===== src/rtl/rars_pkg.sv =====
package rars_pkg;

    localparam int unsigned DEF_SIZE        = 1024;
    localparam int unsigned DEF_MAX_UPDATES = 256;
    localparam int unsigned IDX_W           = 11;
    localparam int unsigned VAL_W           = 64;
    localparam int unsigned CNT_RESET       = 1024;

    localparam logic [1:0] OP_LOAD  = 2'd0;
    localparam logic [1:0] OP_QUERY = 2'd1;
    localparam logic [1:0] OP_ADD   = 2'd2;
    localparam logic [1:0] OP_NONE  = 2'd3;

    localparam logic [1:0] ST_OK   = 2'd0;
    localparam logic [1:0] ST_IDX  = 2'd1;
    localparam logic [1:0] ST_FULL = 2'd2;

    typedef enum logic [3:0] {
        S_CLEAR,
        S_IDLE,
        S_LOAD_RD,
        S_LOAD_WR,
        S_TREE_RD,
        S_TREE_ACC,
        S_UPD_RD,
        S_UPD_MUL,
        S_UPD_ACC,
        S_OUT
    } t_state;

    // controller to datapath
    typedef struct packed {
        logic take;       // capture input word
        logic clr_step;   // clear one tree node, advance clear pointer
        logic load_rd;    // read node at load pointer
        logic load_wr;    // write node + value, climb one level
        logic tree_rd;    // issue reads for current walk level
        logic tree_acc;   // accumulate read data, advance walk level
        logic upd_rd;     // read update entry k
        logic upd_mul;    // overlap times amount
        logic upd_acc;    // accumulate product, advance k
        logic upd_store;  // append update entry
        logic out_load;   // load output register
    } t_cmd;

    // datapath to controller
    typedef struct packed {
        logic       clr_done;
        logic [1:0] op;
        logic       idx_bad;
        logic       full;
        logic       reversed;
        logic       load_last;   // node pointer reached root
        logic       walk_done;
        logic       upd_done;
    } t_stat;

endpackage


===== src/rtl/rars_ctrl.sv =====
module rars_ctrl (
    input  logic            i_clk,
    input  logic            i_rst_n,
    input  logic            i_in_valid,
    output logic            o_in_stall,
    input  logic            i_out_busy,
    input  rars_pkg::t_stat i_stat,
    output rars_pkg::t_cmd  o_cmd
);
    import rars_pkg::*;

    t_state r_state, n_state;

    // hold state
    always_ff @(posedge i_clk) begin
        if (!i_rst_n) begin
            r_state <= S_CLEAR;
        end else begin
            r_state <= n_state;
        end
    end

    // next state and commands
    always_comb begin
        n_state    = r_state;
        o_cmd      = '0;
        o_in_stall = 1'b1;
        unique case (r_state)
            S_CLEAR: begin
                o_cmd.clr_step = 1'b1;
                if (i_stat.clr_done) n_state = S_IDLE;
            end
            S_IDLE: begin
                o_in_stall = 1'b0;
                if (i_in_valid) begin
                    o_cmd.take = 1'b1;
                    n_state    = S_OUT;
                end
            end
            S_OUT: begin
                // decide from captured word
                if (i_stat.idx_bad || i_stat.op == OP_NONE) begin
                    if (!i_out_busy) begin
                        o_cmd.out_load = 1'b1;
                        n_state = S_IDLE;
                    end
                end else if (i_stat.op == OP_LOAD) begin
                    n_state = S_LOAD_RD;
                end else if (i_stat.op == OP_ADD) begin
                    if (!i_out_busy) begin
                        o_cmd.out_load  = 1'b1;
                        o_cmd.upd_store = !i_stat.full;
                        n_state = S_IDLE;
                    end
                end else if (i_stat.reversed) begin
                    if (!i_out_busy) begin
                        o_cmd.out_load = 1'b1;
                        n_state = S_IDLE;
                    end
                end else begin
                    n_state = S_TREE_RD;
                end
            end
            S_LOAD_RD: begin
                o_cmd.load_rd = 1'b1;
                n_state = S_LOAD_WR;
            end
            S_LOAD_WR: begin
                o_cmd.load_wr = 1'b1;
                n_state = i_stat.load_last ? S_UPD_ACC : S_LOAD_RD;
            end
            S_TREE_RD: begin
                if (i_stat.walk_done) begin
                    n_state = S_UPD_RD;
                end else begin
                    o_cmd.tree_rd = 1'b1;
                    n_state = S_TREE_ACC;
                end
            end
            S_TREE_ACC: begin
                o_cmd.tree_acc = 1'b1;
                n_state = S_TREE_RD;
            end
            S_UPD_RD: begin
                if (i_stat.upd_done) begin
                    n_state = S_UPD_ACC;
                end else begin
                    o_cmd.upd_rd = 1'b1;
                    n_state = S_UPD_MUL;
                end
            end
            S_UPD_MUL: begin
                o_cmd.upd_mul = 1'b1;
                n_state = S_UPD_ACC;
            end
            S_UPD_ACC: begin
                // finishing state for load and query
                if (i_stat.op == OP_QUERY && !i_stat.upd_done) begin
                    o_cmd.upd_acc = 1'b1;
                    n_state = S_UPD_RD;
                end else if (!i_out_busy) begin
                    o_cmd.out_load = 1'b1;
                    n_state = S_IDLE;
                end
            end
            default: n_state = S_IDLE;
        endcase
    end
endmodule


===== config.mk =====
export PLATFORM = sky130hd
export DESIGN_NAME = rars_ctrl
export DESIGN_NICKNAME = d
export VERILOG_FILES = /design/src/rtl/rars_pkg.sv /design/src/rtl/rars_ctrl.sv
export SDC_FILE = /design/constraint.sdc
export NUM_CORES = 1
export LEC_CHECK = 0
export BUFFER_PORTS_ARGS = -buffer_cell sky130_fd_sc_hd__buf_2
export CORE_AREA = 2 2 39 41
export DETAILED_ROUTE_END_ITERATION = 6
export DIE_AREA = 0 0 41 43
export SLEW_MARGIN = 30
export SYNTH_ARGS = -nofsm -noshare
export SYNTH_HDL_FRONTEND = slang
export SYNTH_SLANG_ARGS = --single-unit

===== constraint.sdc =====
create_clock -name i_clk -period 2.3 [get_ports i_clk]
set_input_delay 0.46 -clock i_clk [delete_from_list [all_inputs] [get_ports i_clk]]
set_output_delay 0.46 -clock i_clk [all_outputs]
set_load 0.02 [all_outputs]

==> flow_summary.yaml, run 1 <==
finish:
  drive_gt1_share_pct: 33.7
  mostFrequentLayoutCell: "buf_2"
  area_growth_pct: 33.4
  nets: 107
  regMostFlops: "r_state"
  largest_registers: "r_state: 4 flops"
  fillCellCount: 150
  diodes: 0
  finalNonFillerCells: 108
  largest_reg_flops: 4
  final_cell_mix: "24 x buf_2, 7 x nand2_1, 7 x nor2_1"
pwr:
  power_leakage_nw: 0.286
  p_per_area_nw_per_um2: 515
  vdd_drop_max_v: 0.000263
  switchingPower_mw: 0.121
  pwr-share-clk_pct: 26.5
  p_int_mw: 0.193
  power_frac_comb_pct: 46.9
  switching_share_pct: 38.7
  p_seq_share_pct: 26.6
route:
  drt-pass1-iter-count: 4
  post-route-drc-count: 0
  vias: 575
  drt_iter0_markers: 29
  vias_per_cell: 5.32
  drt-total-wl_mm: 1.22
  ant_nets: 0
  routedWlPerCell_um: 11.3
timing:
  setup_viol: 0
  tns_ps: 0
  fin_skew_ps: 1.97
  fin_crit_sh_pct: 93.1
  drv_slew: 0
  min_period_ps: 2140
  grt_setup_unrepaired: "false"
  worstMarginPinSlew_ps: 399
  hold_viol: 0
  worst_hold_slack_ps: 509
  slew_headroom_pct: 73.4
  clock.fmax_mhz: 467
setup_path:
  crit_start: "r_state[1]$_SDFFE_PN0P_"
  crit_end: "o_cmd[0]"
  cp_max_fo: 14
  cp.required_ps: 1840
  crit_type: "flop to output pin"
  crit_arrival_ps: 1680
  startpoint_type: "flop"
  regToRegSetupSlack_ps: 650
  r2r-end: "r_state[2]$_SDFFE_PN0P_"
  end_kind: "output pin"
  r2r_cells: 4
  r2r-start: "r_state[1]$_SDFFE_PN0P_"
worst_hold_path:
  hold_path.class: "input port to flop"
  min_path_cells: 2
yosys:
  synthMuxAreaShare_pct: 0
  synthXorXnorAreaFrac_pct: 0
  synth_top_family_by_area: "simple AND/OR/NAND/NOR gates"
  avgSynthCellArea_um2: 6.62
  syn_inst: 69
  synthTopCellsByArea: "dfxtp_1 18%, nand2_1 5.8%, nor2_1 5.8%, nand2b_1 5.5%, o21ai_0 5.5%"
  synthSimpleGateAreaFrac_pct: 48.8
  synth_seq_area_share_pct: 17.5
  synthAdderAreaFrac_pct: 0
  synthArstFlopShare_pct: 0
  synth_compound_area_share_pct: 27.1
  syn_nets: 82
  synth_ff_type: "dfxtp_1"
  synth_edf_count: 0
  ys_ff_latch: 4
  synth.largest_area_cell: "dfxtp_1"
  netlist.area_leader.share_pct: 17.5
  syn-cell-area_um2: 457
  yosys_warnings: 0
  synth_cell_types: 28
cts:
  ctsResizeCount: 0
  root_buffer: "clkbuf_4"
  cts.path.max_buffers: 2
  cts.sinks: 4
  cts_buffers: 3
  hold_buffers: 0
  clkLatencyLatePin_ps: 230
  h-tree-depth: 1
  cts_tree: "done"
  postCtsSetupBuffers: 0
  clkTransAtPathRegs_ps: 30
placed_design:
  place.port_buffers: 24
  detailed_place_hpwl_um: 941
  dpl.cell_count: 105
  gp_congestion: 0.883
floorplanning:
  io-pin-count: 25
  core_um2: 1380
  die_area_um2: 1760
  rows: 14
  die_h_um: 43
  start_util_pct: 33.0
  die_w_um: 41
grt:
  grt_max_degree: 18
  grt-ovfl-total: 0
  grt_pass1_vias: 455
  grt_usage_pct: 14.8
  grt_pass1_wl_mm: 1.84
  antenna_found_initial: 0
flow_run:
  cap_violations: 0
run_status:
  status: "complete, no violations"
## worst min-delay path by stage
stage                                   end  slack (ps)                    start
floorplan           r_state[1]$_SDFFE_PN0P_         580                  i_rst_n
finish              r_state[1]$_SDFFE_PN0P_         510                  i_rst_n
detailed placement  r_state[1]$_SDFFE_PN0P_         680  r_state[3]$_SDFFE_PN0P_
global route        r_state[1]$_SDFFE_PN0P_         510                  i_rst_n
global placement    r_state[1]$_SDFFE_PN0P_         660  r_state[3]$_SDFFE_PN0P_
CTS                 r_state[2]$_SDFFE_PN0P_         500                  i_rst_n
## routing by layer
metal	global-route usage, %	share of wire (%)	up-vias
li1	-	-	303
met1	21.6	47	246
met2	21.3	44	26
met3	1.57	8.3	0
met4	6.00	0	0
met5	0	0	-
## critical path: stages, from the launching register on
cell     delay (ps)
dfxtp_1         420
or3b_4          460
a31oi_1         250
nand2_1          90
nor2_1           80
buf_2           160
## synth_stat cells (all sizes together) (3+ instances only)
| cell | number |
|---|---|
| nand2 | 7 |
| nor2 | 7 |
| clkbuf | 5 |
| o21ai | 5 |
| dfxtp | 4 |
| nand2b | 4 |
| and3 | 3 |
| inv | 3 |
| nor2b | 3 |
| nor3 | 3 |
| nor4 | 3 |
## cells by family (layout without fill, tap and decap cells)
family	count (synthesis)	in the layout
AOI/OAI and AO/OA	18	18
DFF	4	4
buffers and inverters	8	31
and+or+nand+nor	39	39
## through the flow
step	worst slack [ps]	util [%]	power, mW	cell area (um2)
after detailed placement	374	42.3	0.231	586
final	158	44.0	0.314	609
after CTS	110	43.9	0.319	608
after global placement	413	42.3	0.231	586
after floorplan	297	-	0.183	457
after global routing	12.3	44.0	0.342	609
## power groups by stage
stage               Sequential, mW  Clock, mW  Combinational [mW]
floorplan                   0.0793          0               0.103
global placement            0.0842          0               0.147
detailed placement          0.0843          0               0.147
CTS                         0.0833     0.0889               0.147
global route                0.0852     0.0953               0.161
finish                      0.0837     0.0832               0.147
## layout make-up
| class | count | area, um2 | share of cell area, % |
|---|---|---|---|
| well taps | 16 | 20.0 | 3.29 |
| multi-input cells | 57 | 347 | 56.9 |
| clock buffers | 3 | 22.5 | 3.70 |
| repair buffers | 25 | 128 | 20.9 |
| flip-flops and latches | 4 | 81.3 | 13.3 |
| inverters | 3 | 11.3 | 1.85 |
Power figures use the tool's default switching activity.
==> run 2, diff against run 1 <==
- PLACE_DENSITY: default -> 0.7
==> run 2 against run 1 <==
Maximum frequency shrank 0.58%. Worst setup slack lost 12 ps. Final cell count is the same. Hold slack lost 5.5 ps. Clock power is essentially flat. Routed wire length grew 3.8%. Critical path type unchanged. Critical endpoint unchanged.
==> flow_summary.yaml, run 2 (synthesized netlist as in run 1, its figures left out) <==
setup_path:
  regToRegSetupSlack_ps: 660
  cp.required_ps: 1840
  r2r-start: "r_state[1]$_SDFFE_PN0P_"
  crit_buf_inv: 1
  path_delay_family: "simple AND/OR/NAND/NOR gates"
  cp_max_fo: 14
  crit_start: "r_state[1]$_SDFFE_PN0P_"
  cp_cell_sequence: "or3b_4 > a31oi_1 > nand2_1 > nor2_1 > buf_2"
  crit_end: "o_cmd[0]"
  crit_arrival_ps: 1690
  slowest_delay_ps: 470
  path_depth: 5
  cp_slowest_cell: "or3b_4"
  r2r_cells: 4
  crit_type: "flop to output pin"
  r2r-end: "r_state[2]$_SDFFE_PN0P_"
  startpoint_type: "flop"
  end_kind: "output pin"
finish:
  fillCellCount: 153
  mostFrequentLayoutCell: "buf_2"
  diodes: 0
  drive_gt1_share_pct: 33.7
  final_cell_mix: "24 x buf_2, 7 x nand2_1, 7 x nor2_1"
  nets: 107
  area_growth_pct: 33.4
  largest_reg_flops: 4
  regMostFlops: "r_state"
  largest_registers: "r_state: 4 flops"
route:
  drt-total-wl_mm: 1.27
  ant_nets: 0
  drt-pass1-iter-count: 4
  vias_per_cell: 5.57
  post-route-drc-count: 0
  routedWlPerCell_um: 11.7
  vias: 602
  drt_iter0_markers: 23
timing:
  min_period_ps: 2150
  fin_skew_ps: 1.27
  fin_crit_sh_pct: 93.7
  grt_setup_unrepaired: "false"
  clock.fmax_mhz: 464
  tns_ps: 0
  drv_slew: 0
  hold_viol: 0
  setup_viol: 0
  worstMarginPinSlew_ps: 399
  slew_headroom_pct: 73.3
cts:
  cts.path.max_buffers: 2
  h-tree-depth: 1
  clkTransAtPathRegs_ps: 30
  clkLatencyLatePin_ps: 230
  hold_buffers: 0
  cts_tree: "done"
  root_buffer: "clkbuf_4"
  cts_buffers: 3
  cts.sinks: 4
pwr:
  p_per_area_nw_per_um2: 520
  power_leakage_nw: 0.286
  pwr-share-clk_pct: 26.3
  switching_share_pct: 39.2
  p_int_mw: 0.193
  p_total_mw: 0.317
  vdd_drop_max_v: 0.000273
  p_seq_share_pct: 26.7
  power_frac_comb_pct: 47.0
  switchingPower_mw: 0.124
floorplanning:
  die_area_um2: 1760
  rows: 14
  start_util_pct: 33.0
  die_h_um: 43
  io-pin-count: 25
  die_w_um: 41
  core_um2: 1380
run_status:
  status: "complete, no violations"
placed_design:
  place.port_buffers: 24
  detailed_place_hpwl_mm: 1.01
  gp_congestion: 0.916
grt:
  grt_usage_pct: 14.8
  grt_pass1_wl_mm: 1.80
  grt_pass1_vias: 466
  antenna_found_initial: 0
  grt_max_degree: 18
  grt-ovfl-total: 0
worst_hold_path:
  min_path_cells: 2
  hold_path.class: "input port to flop"
flow_run:
  cap_violations: 0
-- run 2: cell counts in the layout (fill, tap and decap cells not counted) --
No cell type changed its count.
-- run 2: timing repair --
item / 4_1_cts / 5_1_grt
buffers inserted: 0 / 0
gates resized for setup: 0 / 1
endpoints found under the hold margin: 0 / 0
setup endpoints to repair: 0 / 1
-- run 2: layout make-up --
cell class	count	area (um2)	area share, %
Clock buffer	3	22.5	3.70
Sequential cell	4	81.3	13.3
Inverter	3	11.3	1.85
Timing Repair Buffer	25	128	20.9
Tap cell	16	20.0	3.29
Multi-Input combinational cell	57	347	56.9
-- run 2: worst register-to-register path, stage by stage, from the launching register on --
cell      delay, ps
dfxtp_1         410
or3b_4          470
or3b_1          380
a21boi_2        190
o31a_1          140
-- run 2: power by group through the flow --
stage	Clock [mW]	Combinational, mW	Sequential [mW]
3_5_place_dp	0	0.147	0.0850
3_3_place_gp	0	0.146	0.0840
4_1_cts	0.0894	0.148	0.0840
5_1_grt	0.0959	0.162	0.0855
6_report	0.0834	0.149	0.0846
2_1_floorplan	0	0.103	0.0793
-- run 2: worst min path at each step --
stage                                          to  slack (ps)                     from
after floorplan           r_state[1]$_SDFFE_PN0P_         580                  i_rst_n
after global placement    r_state[1]$_SDFFE_PN0P_         670  r_state[3]$_SDFFE_PN0P_
after detailed placement  r_state[1]$_SDFFE_PN0P_         670  r_state[3]$_SDFFE_PN0P_
after CTS                 r_state[2]$_SDFFE_PN0P_         500                  i_rst_n
after global routing      r_state[2]$_SDFFE_PN0P_         490                  i_rst_n
final                     r_state[1]$_SDFFE_PN0P_         500                  i_rst_n
-- run 2: through the flow --
| stage | cells | hold WS [ps] | instance area [um2] | setup slack [ps] | util, % |
|---|---|---|---|---|---|
| finish | 108 | 503 | 609 | 146 | 44.0 |
| global placement | 105 | 671 | 586 | 418 | 42.3 |
| CTS | 108 | 496 | 608 | 111 | 43.9 |
| floorplan | 69 | 578 | 457 | 297 | - |
| detailed placement | 105 | 669 | 586 | 374 | 42.3 |
| global route | 108 | 495 | 609 | 9.06 | 44.0 |
-- run 2: routing by layer --
metal	share of wire, %	GRT usage [%]
met1	46	20.8
met2	44	18.8
met3	8.4	2.09
met4	2.3	12.7
met5	0	0
